--- config.mk ---
export PLATFORM = sky130hd
export DESIGN_NAME = amd_issue
export DESIGN_NICKNAME = d
export VERILOG_FILES = /design/src/hdl/atkinson_mono_dither_assert.svh /design/src/hdl/amd_pkg.sv /design/src/hdl/amd_issue.sv
export SDC_FILE = /design/constraint.sdc
export NUM_CORES = 1
export LEC_CHECK = 0
export ABC_AREA = 1
export BUFFER_PORTS_ARGS = -buffer_cell sky130_fd_sc_hd__buf_2
export CAP_MARGIN = 40
export CORE_UTILIZATION = 52
export CTS_CLUSTER_DIAMETER = 100
export CTS_CLUSTER_SIZE = 12
export DETAILED_ROUTE_END_ITERATION = 16
export PLACE_DENSITY = 0.82
export SYNTH_ARGS = -nofsm -noshare
export SYNTH_HDL_FRONTEND = slang
export SYNTH_SLANG_ARGS = --single-unit
export TNS_END_PERCENT = 5
--- constraint.sdc ---
create_clock -name clk -period 4 [get_ports clk]
set_input_delay 0.6 -clock clk [delete_from_list [all_inputs] [get_ports clk]]
set_output_delay 0.6 -clock clk [all_outputs]
set_load 0.05 [all_outputs]
--- src/hdl/atkinson_mono_dither_assert.svh ---
// Assertion macros shared by the Atkinson mono dither modules.
`ifndef ATKINSON_MONO_DITHER_ASSERT_SVH
`define ATKINSON_MONO_DITHER_ASSERT_SVH
`ifndef NO_ASSERTIONS
`define AMD_ASSERT_NOW(lbl, ante, cons, msg) \
    lbl: assert property (@(posedge clk) disable iff (!rst_n) (ante) |-> (cons)) \
        else $error(msg);
`define AMD_ASSERT_NEXT(lbl, ante, cons, msg) \
    lbl: assert property (@(posedge clk) disable iff (!rst_n) (ante) |=> (cons)) \
        else $error(msg);
`else
`define AMD_ASSERT_NOW(lbl, ante, cons, msg)
`define AMD_ASSERT_NEXT(lbl, ante, cons, msg)
`endif
`endif

--- src/hdl/amd_pkg.sv ---
// Package with the constants, types and saturation helpers of the Atkinson mono dither.
package amd_pkg;

    localparam int MAX_WIDTH = 1024;
    localparam int ADDR_W = $clog2(MAX_WIDTH);
    localparam int CNT_W = $clog2(MAX_WIDTH + 1);

    localparam int LINE_WIDTH_W = 11;
    localparam int LINE_WIDTH_RESET = 1024;
    localparam int WCMP_W = (CNT_W > LINE_WIDTH_W) ? CNT_W : LINE_WIDTH_W;

    localparam int PIXEL_W = 8;
    localparam int ERR_W = 10;
    localparam int SUM_W = ERR_W + 1;
    localparam int VAL_W = ERR_W + 2;
    localparam int ERR_MAX = 511;
    localparam int ERR_MIN = -512;

    localparam int QUANT_MID = 128;
    localparam int WHITE_LEVEL = 255;
    localparam int ERR_DIV = 8;
    localparam int ERR_SHIFT = $clog2(ERR_DIV);

    localparam int PADDR_W = 2;
    localparam int PDATA_W = 32;
    localparam int REG_LINE_WIDTH = 0;

    typedef struct packed {
        logic [PIXEL_W-1:0] pixel;
        logic               frame_start;
        logic [ADDR_W-1:0]  col;
    } amd_item_t;

    typedef struct packed {
        logic              en;
        logic [ADDR_W-1:0] addr;
        logic [ERR_W-1:0]  data;
    } amd_wr_t;

    function automatic logic signed [ERR_W-1:0] sat_err(input logic signed [SUM_W-1:0] s);
        logic signed [ERR_W-1:0] r;
        if (s > ERR_MAX)
        begin
            r = ERR_W'(ERR_MAX);
        end
        else if (s < ERR_MIN)
        begin
            r = ERR_W'(ERR_MIN);
        end
        else
        begin
            r = ERR_W'(s);
        end
        return r;
    endfunction

    function automatic logic signed [ERR_W-1:0] add_sat(input logic signed [ERR_W-1:0] a,
                                                        input logic signed [ERR_W-1:0] b);
        logic signed [SUM_W-1:0] s;
        s = SUM_W'(a) + SUM_W'(b);
        return sat_err(s);
    endfunction

endpackage

--- src/hdl/amd_issue.sv ---
// Issue stage: tracks the column, starts the line store reads and holds the pixel in flight.
module amd_issue (
    input  logic                              clk,
    input  logic                              rst_n,
    input  logic [amd_pkg::CNT_W-1:0]         width_eff,
    input  logic                              take,
    input  logic                              advance,
    input  logic [amd_pkg::PIXEL_W-1:0]       pixel_in,
    input  logic                              frame_start,
    output logic                              item_valid,
    output amd_pkg::amd_item_t                item,
    output logic [amd_pkg::ADDR_W-1:0]        rd_addr
);

    logic [amd_pkg::ADDR_W-1:0] pos_reg;
    logic [amd_pkg::ADDR_W-1:0] pos_next;
    logic [amd_pkg::ADDR_W-1:0] col;
    logic [amd_pkg::CNT_W-1:0]  col_inc;
    logic                       valid_reg;
    logic                       valid_next;
    amd_pkg::amd_item_t         item_reg;
    amd_pkg::amd_item_t         item_next;

    always_comb
    begin
        if (frame_start)
        begin
            col = '0;
        end
        else if (amd_pkg::CNT_W'(pos_reg) >= width_eff)
        begin
            col = '0;
        end
        else
        begin
            col = pos_reg;
        end

        col_inc = amd_pkg::CNT_W'(col) + amd_pkg::CNT_W'(1);

        pos_next = pos_reg;
        if (take)
        begin
            if (col_inc >= width_eff)
            begin
                pos_next = '0;
            end
            else
            begin
                pos_next = col_inc[amd_pkg::ADDR_W-1:0];
            end
        end

        valid_next = valid_reg;
        if (take)
        begin
            valid_next = 1'b1;
        end
        else if (advance)
        begin
            valid_next = 1'b0;
        end

        item_next.pixel       = pixel_in;
        item_next.frame_start = frame_start;
        item_next.col         = col;
    end

    always_ff @(posedge clk or negedge rst_n)
    begin
        if (!rst_n)
        begin
            pos_reg   <= '0;
            valid_reg <= 1'b0;
        end
        else
        begin
            pos_reg   <= pos_next;
            valid_reg <= valid_next;
        end
    end

    always_ff @(posedge clk)
    begin
        if (take)
        begin
            item_reg <= item_next;
        end
    end

    assign item_valid = valid_reg;
    assign item       = item_reg;
    assign rd_addr    = col;

endmodule

======== Word-level counts from Yosys, hierarchy flattened ========
Index checks and enable logic that the tools add are counted.
operators by class
  shift-type cells ........................ 0
  equality and inequality tests ........... 0
  div/mod/pow operators ................... 0
  mux-type cells .......................... 5
  add/sub/neg operators ................... 1
  multipliers ............................. 0
  $lt $le $gt $ge ......................... 2
  reductions and logical operators ........ 1
  bitwise gates (word level) .............. 0
operators by type and width
  kind                     number
  $mux W10                 3
  $add A10 B1 Y11 const B  1
  $ge A10 B11 Y1           1
  $ge A11 B11 Y1           1
  $mux W1                  2
  $reduce_bool A2 Y1       1
word-level totals
  bits in latches ......................... 0
  flip-flop bits (word level) ............. 30
  output and inout port bits .............. 30
  bits in read-only memories .............. 0
  bits of input ports ..................... 24
  word-level logic and storage cells ...... 14
  memory bits (writable) .................. 0
  memories ................................ 0

======== Depth between registers and ports, before layout ========
  word-level depth ........................ 6
  depth in mapped cells ................... 25
  gate-level depth less buffers ........... 25

======== Worst setup path before layout ========
Ideal clock, no wire load.
  path kind ............................... input -> register
  start point ............................. input port width_eff[6] (netlist bit)
  end point ............................... register pos_reg[5] (netlist bit)
  buffers on the path ..................... 0
  library setup time ...................... 0.083 ns
  required time ........................... 3.917 ns
  slack ................................... -0.907 ns
  arrival ................................. 4.824 ns
  cell stages on the path ................. 24
  cell sequence ........................... inv_1 ha_1 nand2_1 inv_2 nand2_1 nand2_1 nand2_1 nand2_1 inv_1 nand2_1 nor3_1 ha_1 nand4_2 nor2_4 nand2_1 and2_1 ha_1 a21oi_1 o21ai_0 nand2_1 o2111ai_1 nor3_2 nand3_1 o21ai_0
on the way
  longest elaborated chain between the ends .. 6
ends and longest elaborated chain
  item                  line             text
  start, declared       amd_issue.sv:5   input logic [amd_pkg::CNT_W-1:0] width_eff,
  $ge A10 B11 Y1 (*)    amd_issue.sv:30  else if (amd_pkg::CNT_W'(pos_reg) >= width_eff)
  $mux W10 (*)          amd_issue.sv:30
  $mux W10 (*)          amd_issue.sv:26  if (frame_start)
  net rd_addr, one bit  amd_issue.sv:12  output logic [amd_pkg::ADDR_W-1:0] rd_addr
  $add A10 B1 Y11 (*)   amd_issue.sv:39  col_inc = amd_pkg::CNT_W'(col) + amd_pkg::CNT_W'(1);
  $ge A11 B11 Y1        amd_issue.sv:44  if (col_inc >= width_eff)
  $mux W10 (*)          amd_issue.sv:44
  end signal, assigned  amd_issue.sv:78  pos_reg <= pos_next;
  end, declared         amd_issue.sv:15  logic [amd_pkg::ADDR_W-1:0] pos_reg;
Mark *: on every way through the listed nets, which the timed path passes. The rest lies on a longest branch.
A chain may end at the register's enable or synchronous reset.

======== Worst setup path in the final report ========
  start point ............................. register pos_reg[4] (netlist bit)
  end point ............................... register pos_reg[1] (netlist bit)
on the way
  longest elaborated chain between the ends .. 6
ends and longest elaborated chain
  item                 line
  $ge A10 B11 Y1       amd_issue.sv:30
  $mux W10 (*)         amd_issue.sv:30
  $mux W10 (*)         amd_issue.sv:26
  $add A10 B1 Y11 (*)  amd_issue.sv:39
  $ge A11 B11 Y1       amd_issue.sv:44
  $mux W10 (*)         amd_issue.sv:44
Mark *: on every way between the ends. The rest lies on a longest branch, timed or not.

==> reports/results.tsv <==
stage	metric	value	unit
outcome	status	finished clean	
clock_network	post-cts repair resize count	0	
placement	dpl cell area	2370	um^2
global_route	grt ovf	0	
power_and_ir_drop	PwrDens	304	nW/um^2
clock_network	# hold bufs at CTS	0	
timing	WHS	0.196	ns
global_route	largest net degree at the start of global routing	26	
synthesis	Avg Inst Size Synth	8.86	um^2
power_and_ir_drop	Leak	1.22	nW
synthesis	Synth warnings	0	
detailed_routing	Starting DRT DRC Count	124	
final_layout	layout cells sized above 1	36.8	%
worst_setup_path	Crit Path Class	flip-flop to flip-flop	
placement	gpl congestion	0.933	
timing	Final Hold Viols	0	
detailed_routing	Post-DRT Antenna Nets	0	
clock_network	CTS Sinks	30	
clock_network	Bufs on Longest Clock Path	2	
detailed_routing	Routed WL per cell	13.7	um
clock_network	Num CTS Buffers	5	
final_layout	commonest non-fill, non-tap cells in the layout	53 x buf_2, 48 x nand2_1, 27 x inv_1	
clock_network	CTS tree	done	
synthesis	number of synthesized flops with an enable pin	19	
final_layout	most common cell after layout, fill and taps aside	buf_2	
final_layout	max FFs per register	19	
timing	fmax	270	MHz
floorplanning	Die Wd	62.8	um
synthesis	FF+latch count, synth	30	
final_layout	layout overhead on the synthesized area	28.6	%
detailed_routing	DR DRC count	0	
floorplanning	starting density of the core	55.9	%
synthesis	Syn Nets	263	
detailed_routing	vias	1677	
worst_setup_path	crit-path leading delay family	simple AND/OR/NAND/NOR gates	
placement	port buffer count	53	
timing	final period utilization	92.5	%
clock_network	Skew-Pair Late Insertion Delay	0.28	ns
worst_hold_path	hold crit path type	primary input to async pin	
worst_setup_path	worst-path fanout max	10	
synthesis	Synth Flop Type	edfxtp_1	
worst_setup_path	cell repeated most along the worst path	nand2_1	
synthesis	ys async rst share	36.7	%
floorplanning	Core Area	3440	um^2
power_and_ir_drop	Peak VDD IR	0.136	mV
detailed_routing	via/cell ratio	5.14	
timing	Setup violations, final	0	
placement	DP HPWL	3.54	mm
global_route	GR Util All Layers	25.5	%
worst_setup_path	Max stage delay on crit path	0.47	ns
timing	Final min period	3.70	ns
detailed_routing	1st-pass router iterations	4	
timing	Slew Limit Fails	0	
final_layout	post-layout instance area	2470	um^2
synthesis	synthesized cell area	1920	um^2
synthesis	Gate Count Post-Synth	217	
synthesis	count of cell types in the netlist	28	
worst_setup_path	cells along the critical path	ha_4 -> nand2_1 -> nand2_1 -> nand2_1 -> nand2_1 -> nand2_1 -> nand2_2 -> inv_2 -> nand2_4 -> nor3_4 -> ha_2 -> nand4_4 -> nor2_4 -> nand3_1 -> and2_1 -> ha_1 -> nand3_1 -> nor3_1 -> nor3_4 -> buf_12 -> nand2_1 -> o21ai_0	
worst_setup_path	crit start category	flip-flop	
timing	Setup TNS	0	ns
floorplanning	Ports	54	
detailed_routing	drt total wl	4.47	mm
worst_setup_path	Worst EP required	4.13	ns
clock_network	Root Driver	clkbuf_8	
global_route	global-route wire length before repair	7.55	mm
timing	Max transition margin	65.9	%
final_layout	Net count, final	325	
floorplanning	die area	3950	um^2
clock_network	Worst-path clk slew	0.06	ns
worst_setup_path	slowest CP cell	dfrtp_1	
worst_setup_path	Crit path buffers/inverters	2	
global_route	number of global-route vias before repair	1606	
clock_network	htree depth	2	
flow_run	max-cap violations	0	
timing	Setup Skew	0.00304	ns
final_layout	Non-Filler Instances	326	
synthesis	Seq/Total Area, Yosys	44.0	%
global_route	initial antenna violation count	0	
placement	Placed Instances	317	
final_layout	Core Util, Final	71.9	%
timing	Slew @ Worst Pin	0.512	ns
worst_setup_path	Worst EP arrival	3.83	ns
floorplanning	row cnt	21	
floorplanning	DIE HEIGHT	62.8	um
worst_setup_path	Crit. End Element	flip-flop	
final_layout	diode count	0	
## final timing paths
check | startpoint | end | slack, ns | cells past startpoint
min in group clk | pixel_in[7] | item[18]$_DFFE_PP_ | 0.50 | 1
setup reg to reg | pos_reg[4]$_DFFE_PN0P_ | pos_reg[1]$_DFFE_PN0P_ | 0.30 | 22
setup / recovery | pos_reg[4]$_DFFE_PN0P_ | pos_reg[1]$_DFFE_PN0P_ | 0.30 | 22
hold reg to reg | item_valid$_DFFE_PN0P_ | item_valid$_DFFE_PN0P_ | 0.53 | 2
max in group asynchronous | rst_n | pos_reg[4]$_DFFE_PN0P_ | 3.58 | 1
hold / removal | rst_n | pos_reg[2]$_DFFE_PN0P_ | 0.20 | 1
## per-layer routing
metal,GRT usage [%],part of all wire [%],up-vias
li1,-,-,836
met1,32.7,45,764
met2,42.0,47,66
met3,4.93,5.2,11
met4,10.8,3.1,0
met5,0,0,-
## through the flow
| step | worst slack [ns] | power [mW] |
|---|---|---|
| finish | 0.301 | 0.751 |
| global route | -0.0504 | 0.791 |
| CTS | 0.176 | 0.753 |
| detailed placement | -0.0490 | 0.532 |
| global placement | 0.0735 | 0.527 |
| floorplan | 0.00514 | 0.479 |
## cells in the mapped netlist (2+ instances only)
master | n | share of area, %
nor2_2 | 4 | 1.3
nor2_4 | 3 | 1.8
nand3_1 | 9 | 2.3
ha_1 | 22 | 14
nand4_1 | 4 | 1.3
and2_1 | 4 | 1.3
nor3_1 | 4 | 1.0
nor2_1 | 16 | 3.1
xor2_1 | 2 | 0.91
a21oi_1 | 6 | 1.6
inv_1 | 33 | 6.4
dfrtp_1 | 11 | 14
nand3_2 | 3 | 1.6
edfxtp_1 | 19 | 30
inv_2 | 3 | 0.59
o21ai_0 | 8 | 2.1
nor3_2 | 2 | 1.0
nand2_2 | 5 | 1.6
nand2_1 | 50 | 9.8
## layout make-up
type,instances,area (um^2)
clock inverter,2,8.76
fill,268,968
timing repair buffer,56,300
clock buffer,6,72.6
tap,46,57.6
inverter,36,135
multi-input combinational,150,1050
sequential,30,846
## where the power goes
part,switching (mW),internal [mW]
clock network,0.102,0.119
registers,0.00657,0.349
logic,0.125,0.0493
## what timing repair did
item | in CTS | in global routing
hold endpoints to repair | 0 | 0
setup buffers | 0 | 1
setup endpoints to repair | 0 | 10
## cell families (layout without fill, tap and decap cells)
kind of cell	after synthesis	after routing	synth area share (%)
adder cells (fa/ha/maj)	22	22	14.3
XOR/XNOR	3	3	1.37
flip-flops	30	30	44.0
buffers and inverters	37	100	7.22
AO/OA/AOI/OAI	19	19	5.73
AND/OR/NAND/NOR	106	106	27.4
No activity file was read; power rests on OpenSTA's default activity.
