`src/hdl/atkinson_mono_dither_assert.svh`:
```
// Assertion macros shared by the Atkinson mono dither modules.
`ifndef ATKINSON_MONO_DITHER_ASSERT_SVH
`define ATKINSON_MONO_DITHER_ASSERT_SVH
`ifndef NO_ASSERTIONS
`define AMD_ASSERT_NOW(lbl, ante, cons, msg) \
    lbl: assert property (@(posedge clk) disable iff (!rst_n) (ante) |-> (cons)) \
        else $error(msg);
`define AMD_ASSERT_NEXT(lbl, ante, cons, msg) \
    lbl: assert property (@(posedge clk) disable iff (!rst_n) (ante) |=> (cons)) \
        else $error(msg);
`else
`define AMD_ASSERT_NOW(lbl, ante, cons, msg)
`define AMD_ASSERT_NEXT(lbl, ante, cons, msg)
`endif
`endif

```
`src/hdl/amd_pkg.sv`:
```
// Package with the constants, types and saturation helpers of the Atkinson mono dither.
package amd_pkg;

    localparam int MAX_WIDTH = 1024;
    localparam int ADDR_W = $clog2(MAX_WIDTH);
    localparam int CNT_W = $clog2(MAX_WIDTH + 1);

    localparam int LINE_WIDTH_W = 11;
    localparam int LINE_WIDTH_RESET = 1024;
    localparam int WCMP_W = (CNT_W > LINE_WIDTH_W) ? CNT_W : LINE_WIDTH_W;

    localparam int PIXEL_W = 8;
    localparam int ERR_W = 10;
    localparam int SUM_W = ERR_W + 1;
    localparam int VAL_W = ERR_W + 2;
    localparam int ERR_MAX = 511;
    localparam int ERR_MIN = -512;

    localparam int QUANT_MID = 128;
    localparam int WHITE_LEVEL = 255;
    localparam int ERR_DIV = 8;
    localparam int ERR_SHIFT = $clog2(ERR_DIV);

    localparam int PADDR_W = 2;
    localparam int PDATA_W = 32;
    localparam int REG_LINE_WIDTH = 0;

    typedef struct packed {
        logic [PIXEL_W-1:0] pixel;
        logic               frame_start;
        logic [ADDR_W-1:0]  col;
    } amd_item_t;

    typedef struct packed {
        logic              en;
        logic [ADDR_W-1:0] addr;
        logic [ERR_W-1:0]  data;
    } amd_wr_t;

    function automatic logic signed [ERR_W-1:0] sat_err(input logic signed [SUM_W-1:0] s);
        logic signed [ERR_W-1:0] r;
        if (s > ERR_MAX)
        begin
            r = ERR_W'(ERR_MAX);
        end
        else if (s < ERR_MIN)
        begin
            r = ERR_W'(ERR_MIN);
        end
        else
        begin
            r = ERR_W'(s);
        end
        return r;
    endfunction

    function automatic logic signed [ERR_W-1:0] add_sat(input logic signed [ERR_W-1:0] a,
                                                        input logic signed [ERR_W-1:0] b);
        logic signed [SUM_W-1:0] s;
        s = SUM_W'(a) + SUM_W'(b);
        return sat_err(s);
    endfunction

endpackage

```
`src/hdl/amd_diffuse.sv`:
```
// Diffusion stage: corrects the pixel, thresholds it and spreads the error into the stores.
`include "atkinson_mono_dither_assert.svh"

module amd_diffuse (
    input  logic                              clk,
    input  logic                              rst_n,
    input  logic                              commit,
    input  amd_pkg::amd_item_t                item,
    input  logic [amd_pkg::ERR_W-1:0]         next_rdata,
    input  logic [amd_pkg::ERR_W-1:0]         second_rdata,
    output amd_pkg::amd_wr_t                  next_wr,
    output amd_pkg::amd_wr_t                  second_wr,
    output logic                              white
);

    logic signed [amd_pkg::ERR_W-1:0] ahead1_reg;
    logic signed [amd_pkg::ERR_W-1:0] ahead1_next;
    logic signed [amd_pkg::ERR_W-1:0] ahead2_reg;
    logic signed [amd_pkg::ERR_W-1:0] ahead2_next;
    logic signed [amd_pkg::ERR_W-1:0] carry_reg;
    logic signed [amd_pkg::ERR_W-1:0] carry_next;
    logic signed [amd_pkg::ERR_W-1:0] pend_reg;
    logic signed [amd_pkg::ERR_W-1:0] pend_next;
    logic [amd_pkg::ADDR_W-1:0]       pend_addr_reg;
    logic                             pend_valid_reg;
    amd_pkg::amd_wr_t                 next_fwd_reg;
    amd_pkg::amd_wr_t                 second_fwd_reg;
    logic [amd_pkg::CNT_W-1:0]        fill_reg;
    logic [amd_pkg::CNT_W-1:0]        fill_next;
    logic [amd_pkg::CNT_W-1:0]        fill_base;
    logic [amd_pkg::CNT_W-1:0]        col_inc;

    logic                             row_start;
    logic                             unfilled;
    logic signed [amd_pkg::ERR_W-1:0] ahead1;
    logic signed [amd_pkg::ERR_W-1:0] ahead2;
    logic signed [amd_pkg::ERR_W-1:0] carry;
    logic signed [amd_pkg::ERR_W-1:0] above;
    logic signed [amd_pkg::ERR_W-1:0] second;
    logic signed [amd_pkg::VAL_W-1:0] value;
    logic signed [amd_pkg::VAL_W-1:0] diff;
    logic signed [amd_pkg::VAL_W-1:0] biased;
    logic signed [amd_pkg::ERR_W-1:0] err;

    always_comb
    begin
        row_start = (item.col == '0);
        col_inc   = amd_pkg::CNT_W'(item.col) + amd_pkg::CNT_W'(1);
        unfilled  = (amd_pkg::CNT_W'(item.col) >= fill_reg);

        ahead1 = row_start ? '0 : ahead1_reg;
        ahead2 = row_start ? '0 : ahead2_reg;
        carry  = row_start ? '0 : carry_reg;

        if (item.frame_start)
        begin
            above = '0;
        end
        else if (pend_valid_reg && (pend_addr_reg == item.col))
        begin
            above = pend_reg;
        end
        else if (next_fwd_reg.en && (next_fwd_reg.addr == item.col))
        begin
            above = $signed(next_fwd_reg.data);
        end
        else if (unfilled)
        begin
            above = '0;
        end
        else
        begin
            above = $signed(next_rdata);
        end

        if (item.frame_start)
        begin
            second = '0;
        end
        else if (second_fwd_reg.en && (second_fwd_reg.addr == item.col))
        begin
            second = $signed(second_fwd_reg.data);
        end
        else if (unfilled)
        begin
            second = '0;
        end
        else
        begin
            second = $signed(second_rdata);
        end

        value  = amd_pkg::VAL_W'(item.pixel) + amd_pkg::VAL_W'(above)
               + amd_pkg::VAL_W'(ahead1);
        white  = (value >= amd_pkg::QUANT_MID);
        diff   = value - (white ? amd_pkg::VAL_W'(amd_pkg::WHITE_LEVEL) : amd_pkg::VAL_W'(0));
        biased = diff + (diff[amd_pkg::VAL_W-1] ? amd_pkg::VAL_W'(amd_pkg::ERR_DIV - 1)
                                                 : amd_pkg::VAL_W'(0));
        err    = amd_pkg::ERR_W'(biased >>> amd_pkg::ERR_SHIFT);

        ahead1_next = amd_pkg::add_sat(ahead2, err);
        ahead2_next = err;
        carry_next  = err;
        pend_next   = amd_pkg::add_sat(amd_pkg::add_sat(second, carry), err);

        // The entry left of this column gets its last share now; at the start of a row that does
        // not start a frame, the finished entry of the previous row goes out unchanged.
        if (!row_start)
        begin
            next_wr.en   = 1'b1;
            next_wr.addr = item.col - amd_pkg::ADDR_W'(1);
            next_wr.data = amd_pkg::add_sat(pend_reg, err);
        end
        else if (pend_valid_reg && !item.frame_start)
        begin
            next_wr.en   = 1'b1;
            next_wr.addr = pend_addr_reg;
            next_wr.data = pend_reg;
        end
        else
        begin
            next_wr.en   = 1'b0;
            next_wr.addr = pend_addr_reg;
            next_wr.data = pend_reg;
        end

        second_wr.en   = 1'b1;
        second_wr.addr = item.col;
        second_wr.data = err;

        fill_base = item.frame_start ? '0 : fill_reg;
        fill_next = (col_inc > fill_base) ? col_inc : fill_base;
    end

    always_ff @(posedge clk or negedge rst_n)
    begin
        if (!rst_n)
        begin
            ahead1_reg     <= '0;
            ahead2_reg     <= '0;
            carry_reg      <= '0;
            pend_reg       <= '0;
            pend_addr_reg  <= '0;
            pend_valid_reg <= 1'b0;
            next_fwd_reg   <= '0;
            second_fwd_reg <= '0;
            fill_reg       <= '0;
        end
        else if (commit)
        begin
            ahead1_reg     <= ahead1_next;
            ahead2_reg     <= ahead2_next;
            carry_reg      <= carry_next;
            pend_reg       <= pend_next;
            pend_addr_reg  <= item.col;
            pend_valid_reg <= 1'b1;
            next_fwd_reg   <= next_wr;
            second_fwd_reg <= second_wr;
            fill_reg       <= fill_next;
        end
    end

    `AMD_ASSERT_NOW(a_fill_range, 1'b1, fill_reg <= amd_pkg::CNT_W'(amd_pkg::MAX_WIDTH), "fill count beyond the line store depth")
    `AMD_ASSERT_NOW(a_pend_filled, pend_valid_reg, amd_pkg::CNT_W'(pend_addr_reg) < fill_reg, "pending entry outside the filled range")
    `AMD_ASSERT_NOW(a_pend_left, commit && !row_start, pend_valid_reg && (pend_addr_reg == next_wr.addr), "no pending entry for the column to the left")

endmodule

```
`config.mk`:
```
export PLATFORM = sky130hd
export DESIGN_NAME = amd_diffuse
export DESIGN_NICKNAME = d
export VERILOG_FILES = /design/src/hdl/amd_pkg.sv /design/src/hdl/amd_diffuse.sv
export VERILOG_INCLUDE_DIRS = /design/src /design/src/hdl
export SDC_FILE = /design/constraint.sdc
export NUM_CORES = 1
export LEC_CHECK = 0
export BUFFER_PORTS_ARGS = -buffer_cell sky130_fd_sc_hd__buf_2
export CAP_MARGIN = 15
export CORE_MARGIN = 1.5
export CORE_UTILIZATION = 60
export DETAILED_ROUTE_END_ITERATION = 7
export GPL_ROUTABILITY_DRIVEN = 0
export GPL_TIMING_DRIVEN = 0
export PLACE_DENSITY = 0.81
export SKIP_CTS_REPAIR_TIMING = 1
export SYNTH_ARGS = -nofsm -noshare
export SYNTH_HDL_FRONTEND = slang
export SYNTH_SLANG_ARGS = --single-unit
```
`constraint.sdc`:
```
create_clock -name clk -period 49.4 [get_ports clk]
set_input_delay 9.88 -clock clk [delete_from_list [all_inputs] [get_ports clk]]
set_output_delay 9.88 -clock clk [all_outputs]
set_load 0.1 [all_outputs]
```
## After elaboration in Yosys (flattened, before gate mapping)

Cells that the tools add are included.

- Register bits after elaboration: 72
- Bits in latches: 0
- Memories: 0
- Bits in writable memories: 0
- Output and inout port bits: 43
- Memory bits (read-only): 0
- Logic and storage cells: 60

- Equal/unequal tests: 2
- Div/mod/pow operators: 0
- Add/subtract/negate cells: 10
- Magnitude comparators: 11
- Shifts and indexed selects: 0
- Multiplexer cells: 23
- Reduce and logical (&&, ||, !) cells: 5
- Multiply operators: 0
- Bitwise operators: 0

Operators with widths:

| kind | count |
|---|---|
| two-way mux 10 bit | 17 |
| greater-than comparator 11 x 10 -> 1 bit, second input constant | 4 |
| less-than comparator 11 x 10 -> 1 bit, second input constant | 4 |
| two-way mux 21 bit | 2 |
| adder 10 x 9 -> 11 bit | 3 |
| two-way mux 11 bit | 2 |
| equality test 10 bit | 2 |
| adder 11 x 10 -> 12 bit | 1 |
| adder 12 x 4 -> 12 bit | 1 |
| >= comparator 12 x 9 -> 1 bit, second input constant | 1 |
| subtractor 12 x 9 -> 12 bit | 1 |
| adder 10 x 1 -> 11 bit, second input constant | 1 |
| adder 10 x 10 -> 11 bit | 1 |
| adder 9 x 10 -> 11 bit | 1 |
| >= comparator 10 x 11 -> 1 bit | 1 |
| greater-than comparator 11 bit | 1 |
| zero test 10 bit | 1 |
| subtractor 10 x 1 -> 10 bit, second input constant | 1 |
| two-way mux 8 bit | 1 |
| logical AND 1 bit | 3 |
| two-way mux 3 bit | 1 |
| zero test 1 bit | 1 |

## Depth between registers and ports, before layout

Gate-level depths: netlist of run 1.

- Depth in word-level cells: 17
- Gate-level depth with buffers: 50
- Mapped depth without buffers: 46

## Worst setup path after synthesis of run 1

No wires, ideal clock.

- Path kind: in2out
- Start point: input port item[0] (netlist bit)
- End point: output port next_wr[5] (netlist bit)
- Slack: 15.119 ns
- Path buffers: 4
- Stages on the path: 46
- Data arrival time: 24.401 ns
- Cell sequence: clkbuf_1 inv_1 ha_1 nor2b_1 o21a_1 o21a_1 o21a_1 o21a_1 o21a_1 o21a_1 o21a_1 o21ai_0 a21oi_1 nor2_1 a22o_1 nor2_1 a211o_1 fa_1 [10 not listed] ha_1 and3b_1 o21ai_0 or3_1 and4_1 nor4_1 a21o_1 nor3_4 a41oi_1 ha_1 clkbuf_1 o21a_1 nor2_1 o21a_1 clkbuf_1 o21a_1 nor2_1 o31ai_1

RTL lines:

| item | line | text |
|---|---|---|
| from (decl) | amd_diffuse.sv:8 | `input amd_pkg::amd_item_t item,` |
| to (decl) | amd_diffuse.sv:11 | `output amd_pkg::amd_wr_t next_wr,` |

==> results.toml, run 1 <==
[critical_path]
arrival_ns = 22.69
crit_buf_inv = 7
crit_top_cell = "o21a_1"
reg2reg_to = "next_fwd_reg[1]"
crit_family = "compound AO/OA/AOI/OAI gates"
timing.rr.start = "fill_reg[1]"
worstSetupPathType = "in -> out"
max_stage_delay_ns = 0.70
cp_data_required_time_ns = 39.52
critPathMaxFanout = 10
worstSetupStartpointType = "input pin"
endpoint_kind = "output pin"
critPathLaunch = "item[0]"
rrSetupSlack_ns = 36.91
cpMaxStageDelayCell = "nor2_1"
ff2ff_path_depth = 45

[floorplan]
dieArea_um2 = 15500
rows = 44
pin_count = 85
start_util_pct = 61.3
fp.dieW_um = 125
die_y_um = 125
coreArea_um2 = 14500

[sta]
setup_viol = 0
relSlewSlack_pct = 19.8
post-route-period-util_pct = 65.9
worstMarginPinSlew_ns = 1.20
tns_ns = 0
hold_viol_final = 0
max_clock_freq_mhz = 30.7
rsz0062_at_grt = "no"
clock_skew_ns = 0.00850
min_period_ns = 32.57
slew_violations = 0

[clocking]
h-tree-depth = 3
cts-root-buf = "clkbuf_16"
cts_buffers = 9
clk_pin_slew_ns = 0.06
clock_path_buffers = 2
cts_tree = "done"
cts.sinks = 72
clock_latency_ns = 0.35

[grt]
antenna_found_initial = 0
grt_pass1_wl_um = 41900
grt_usage_pct = 33.4
grt_max_degree = 68
grt_pass1_vias = 8176
grt_overflow = 0

[place]
dpl.hpwl_um = 20300
io_buffers = 82

[synthesis]
avgSynthCellArea_um2 = 8.32
synth_edf_count = 0
yosysWarnings = 0
ys_types = 91
synthesis.nets = 1194
synthArstFlopShare_pct = 100
ys_ff_latch = 72
seq_area_frac_synth_pct = 20.3
syn-instance-count = 1066
ys.flop_type = "dfrtp_1"
syn-cell-area_um2 = 8870

[hold_path]
worstHoldPathCells = 2
hp-class = "reg -> reg"
min_from = "ahead1_reg[8]"
hold_end = "ahead1_reg[8]"

[finish]
final_nets = 1289
n_antenna_cell = 0
fill_cells = 1211
seq_area_um2 = 1800
syn2layout_area_growth_pct = 10.9
layout_common_cells = "buf_2 (87), nor2_1 (84), ha_1 (75), dfrtp_1 (72), a21oi_1 (67)"
largest_reg_flops = 21
multiInputGateArea_um2 = 6530
drive_above_1_share_pct = 16.7
mostFrequentLayoutCell = "buf_2"

[routing]
via_count = 8770
wl_per_cell_um = 19.4
drt_wl_total_um = 26100
drt_iter0_drc = 952
vias_per_cell = 6.50
firstDrtPassIters = 6
antenna_left = 0
drt_drc_violations_left = 0

[flow_run]
maxCapViolations = 0

[run_status]
status = "finished, final reports clean"
## worst max path at each step
stage | slack [ns] | depth (start not counted) | end
6_report | 16.83 | 48 | next_wr[1]
3_3_place_gp | 17.34 | 46 | next_wr[1]
5_1_grt | 16.07 | 47 | next_wr[1]
4_1_cts | 17.14 | 46 | next_wr[1]
3_5_place_dp | 17.17 | 46 | next_wr[1]
2_1_floorplan | 15.12 | 46 | next_wr[5]
## cell type report
| class | instances | share of cell area, % |
|---|---|---|
| well taps | 184 | 2.34 |
| multi-input cells | 868 | 66.4 |
| plain buffers | 66 | 3.20 |
| clock inverters | 7 | 0.649 |
| inverters | 60 | 2.29 |
| clock buffers | 9 | 2.29 |
| flip-flops and latches | 72 | 18.3 |
| repair buffers | 84 | 4.55 |
## kinds of logic after synthesis
kind of cell	synth area share (%)
fa+ha+maj	13.4
xor+xnor	8.69
compound gates	26.5
buf+inv	6.09
flops	20.3
simple gates	19.6
other cells	0.0423
mux	5.44
## cell usage after synthesis, types with 4 or more instances
library cell  number  area [µm²]
a211o_1            8        70.1
a211oi_1          16         120
a21o_1            13        97.6
a21oi_1           67         335
a22o_1            11        96.3
a31oi_1           18         113
a32o_1            11         110
and2_1            14        87.6
and3_1            10        62.6
buf_2              6        30.0
buf_4             14         105
clkbuf_1          44         165
dfrtp_1           72        1800
fa_1              11         220
ha_1              75         938
inv_1             59         221
mux2_2            34         383
mux2i_1           10         100
nand2_1           62         233
nand2b_1          22         138
nand3_1           17        85.1
nand3b_1           4        30.0
nand4_1           11        68.8
nor2_1            84         315
nor2b_1           17         106
nor3_1            30         150
nor3b_1           11        82.6
nor4_1             9        56.3
o211a_1            4        40.0
o211ai_1           4        30.0
o21a_1            31         233
o21ai_0           48         240
o21bai_1           5        37.5
o22ai_1           18         113
o31ai_1           11        82.6
or2_2              6        37.5
or3_1             11        68.8
or4_1              5        37.5
xnor2_1           60         526
xor2_1            21         184
## per-layer routing
layer	global-route usage [%]	wire (µm)	share of wire [%]
met1	47.6	11400	44
met2	51.5	11700	45
met3	3.78	2010	7.7
met4	13.9	1000	3.8
met5	0	0	0
## through the flow
stage | cell area [µm²] | hold slack (ns) | instances | utilization (%) | setup WS, ns
after global routing | 9840 | 0.524 | 1350 | 68.0 | 16.07
final | 9840 | 0.508 | 1350 | 68.0 | 16.83
after CTS | 9830 | 0.507 | 1349 | 67.9 | 17.14
after floorplan | 8870 | 0.461 | 1066 | - | 15.12
after global placement | 9510 | 0.480 | 1332 | 65.7 | 17.34
after detailed placement | 9540 | 0.493 | 1333 | 65.9 | 17.17
## worst min-delay path: cells and delay by family (launching register included)
family / cells / cell delay, ns
DFF: 1 / 0.34
and+or+nand+nor: 2 / 0.13
Power of run 1 is not shown: default switching activity piles up to over one toggle a cycle in this logic, so the estimate is an artifact.
==> run 2: changes to the inputs <==
--- a/config.mk
+++ b/config.mk
@@ -9,11 +9,11 @@
 export BUFFER_PORTS_ARGS = -buffer_cell sky130_fd_sc_hd__buf_2
 export CAP_MARGIN = 15
 export CORE_MARGIN = 1.5
-export CORE_UTILIZATION = 60
+export CORE_UTILIZATION = 56
 export DETAILED_ROUTE_END_ITERATION = 7
 export GPL_ROUTABILITY_DRIVEN = 0
 export GPL_TIMING_DRIVEN = 0
-export PLACE_DENSITY = 0.81
+export PLACE_DENSITY = 0.79
 export SKIP_CTS_REPAIR_TIMING = 1
 export SYNTH_ARGS = -nofsm -noshare
 export SYNTH_HDL_FRONTEND = slang
==> constraint.sdc (replaced) <==
create_clock -name clk -period 26.6 [get_ports clk]
set_input_delay 5.32 -clock clk [delete_from_list [all_inputs] [get_ports clk]]
set_output_delay 5.32 -clock clk [all_outputs]
set_load 0.1 [all_outputs]
==> run 2 against run 1 <==
  * Register-to-register slack lost 23 ns
  * Routed wire length shrank 0.78%
  * Utilization down 3.4 points
  * Non-clock buffer count decreased by 1
  * Flip-flop and latch count stayed put
==> results.toml, run 2 (synthesis gave the netlist of run 1 again) <==
[run_status]
status = "finished, final reports clean"

[grt]
grt_pass1_wl_um = 41300
grt_overflow = 0
grt_usage_pct = 31.9
grt_pass1_vias = 8044
antenna_found_initial = 1
grt_max_degree = 67

[hold_path]
hp-class = "reg -> reg"
worstHoldPathCells = 1

[finish]
final_util_pct = 64.5
final_nets = 1288
layout_common_cells = "buf_2 (87), nor2_1 (84), ha_1 (75), dfrtp_1 (72), a21oi_1 (67)"
fill_cells = 1347
n_antenna_cell = 0
mostFrequentLayoutCell = "buf_2"
seq_area_um2 = 1800
drive_above_1_share_pct = 16.7
syn2layout_area_growth_pct = 11.4
multiInputGateArea_um2 = 6530
largest_reg_flops = 21

[clocking]
cts.sinks = 72
clock_latency_ns = 0.35
clock_path_buffers = 2
cts_buffers = 9
cts_tree = "done"
h-tree-depth = 3
cts-root-buf = "clkbuf_16"
clk_pin_slew_ns = 0.06

[sta]
tns_ns = 0
post-route-period-util_pct = 87.9
relSlewSlack_pct = 18.8
min_period_ns = 23.37
rsz0062_at_grt = "no"
max_clock_freq_mhz = 42.8
slew_violations = 0
hold_viol_final = 0
setup_viol = 0
clock_skew_ns = 0.00744
worstMarginPinSlew_ns = 1.20

[critical_path]
endpoint_kind = "output pin"
arrival_ns = 18.05
crit_family = "compound AO/OA/AOI/OAI gates"
max_stage_delay_ns = 0.75
worstSetupPathType = "in -> out"
crit_top_cell = "o21a_1"
worstSetupStartpointType = "input pin"
crit_buf_inv = 9
ff2ff_path_depth = 47
critPathMaxFanout = 10
cpMaxStageDelayCell = "nor2_1"
cp_data_required_time_ns = 21.28
path_depth = 48

[routing]
firstDrtPassIters = 6
drt_drc_violations_left = 0
via_count = 8699
antenna_left = 0
drt_wl_total_um = 25900
wl_per_cell_um = 18.8
vias_per_cell = 6.32
drt_iter0_drc = 837

[floorplan]
die_y_um = 129
dieArea_um2 = 16600
coreArea_um2 = 15300
rows = 45
start_util_pct = 57.9
pin_count = 85
fp.dieW_um = 129

[flow_run]
maxCapViolations = 0

[place]
dpl.hpwl_um = 20200
io_buffers = 82
==> run 2: cell count changes in the layout (fill, tap and decap cells not counted) <==
cell	change
clkinv_2	+1
buf_4	-1
inv_8	-2
inv_6	+1
bufinv_16	+1
clkinvlp_4	-1
==> run 2: metrics by stage <==
stage                     instance area, µm²  setup WS [ns]  instances  hold slack, ns
after floorplan                         8870           1.44       1066           0.461
after global placement                  9550           3.66       1359           0.481
after detailed placement                9580           3.52       1360           0.483
after CTS                               9880           3.48       1376           0.510
after global routing                    9880           2.41       1376           0.532
final                                   9880           3.23       1376           0.508
==> run 2: per-layer routing <==
metal	up-vias	part of all wire [%]	global-route usage, %
li1	4113	-	-
met1	4130	44	44.5
met2	393	45	50.0
met3	61	8.7	5.70
met4	2	3.0	10.9
met5	-	0.027	0
==> run 2: final cells by class <==
cell class,instances,share of cell area (%)
inverter,60,2.28
multi-input combinational,868,66.1
timing repair buffer,83,4.46
clock buffer,9,2.28
buffer,66,3.19
clock inverter,7,0.785
sequential,72,18.2
tap,211,2.67
==> run 2: final timing paths <==
kind | startpoint | end | slack, ns
setup / recovery | item[0] | next_wr[0] | 3.23
hold / removal | ahead1_reg[9] | ahead1_reg[9] | 0.51
setup reg to reg | fill_reg[1] | next_fwd_reg[1] | 14.22
hold reg to reg | ahead1_reg[9] | ahead1_reg[9] | 0.51
max in group asynchronous | rst_n | second_fwd_reg[8] | 21.26
min in group asynchronous | rst_n | fill_reg[3] | 4.78
Power of run 2 is left out for the same reason.
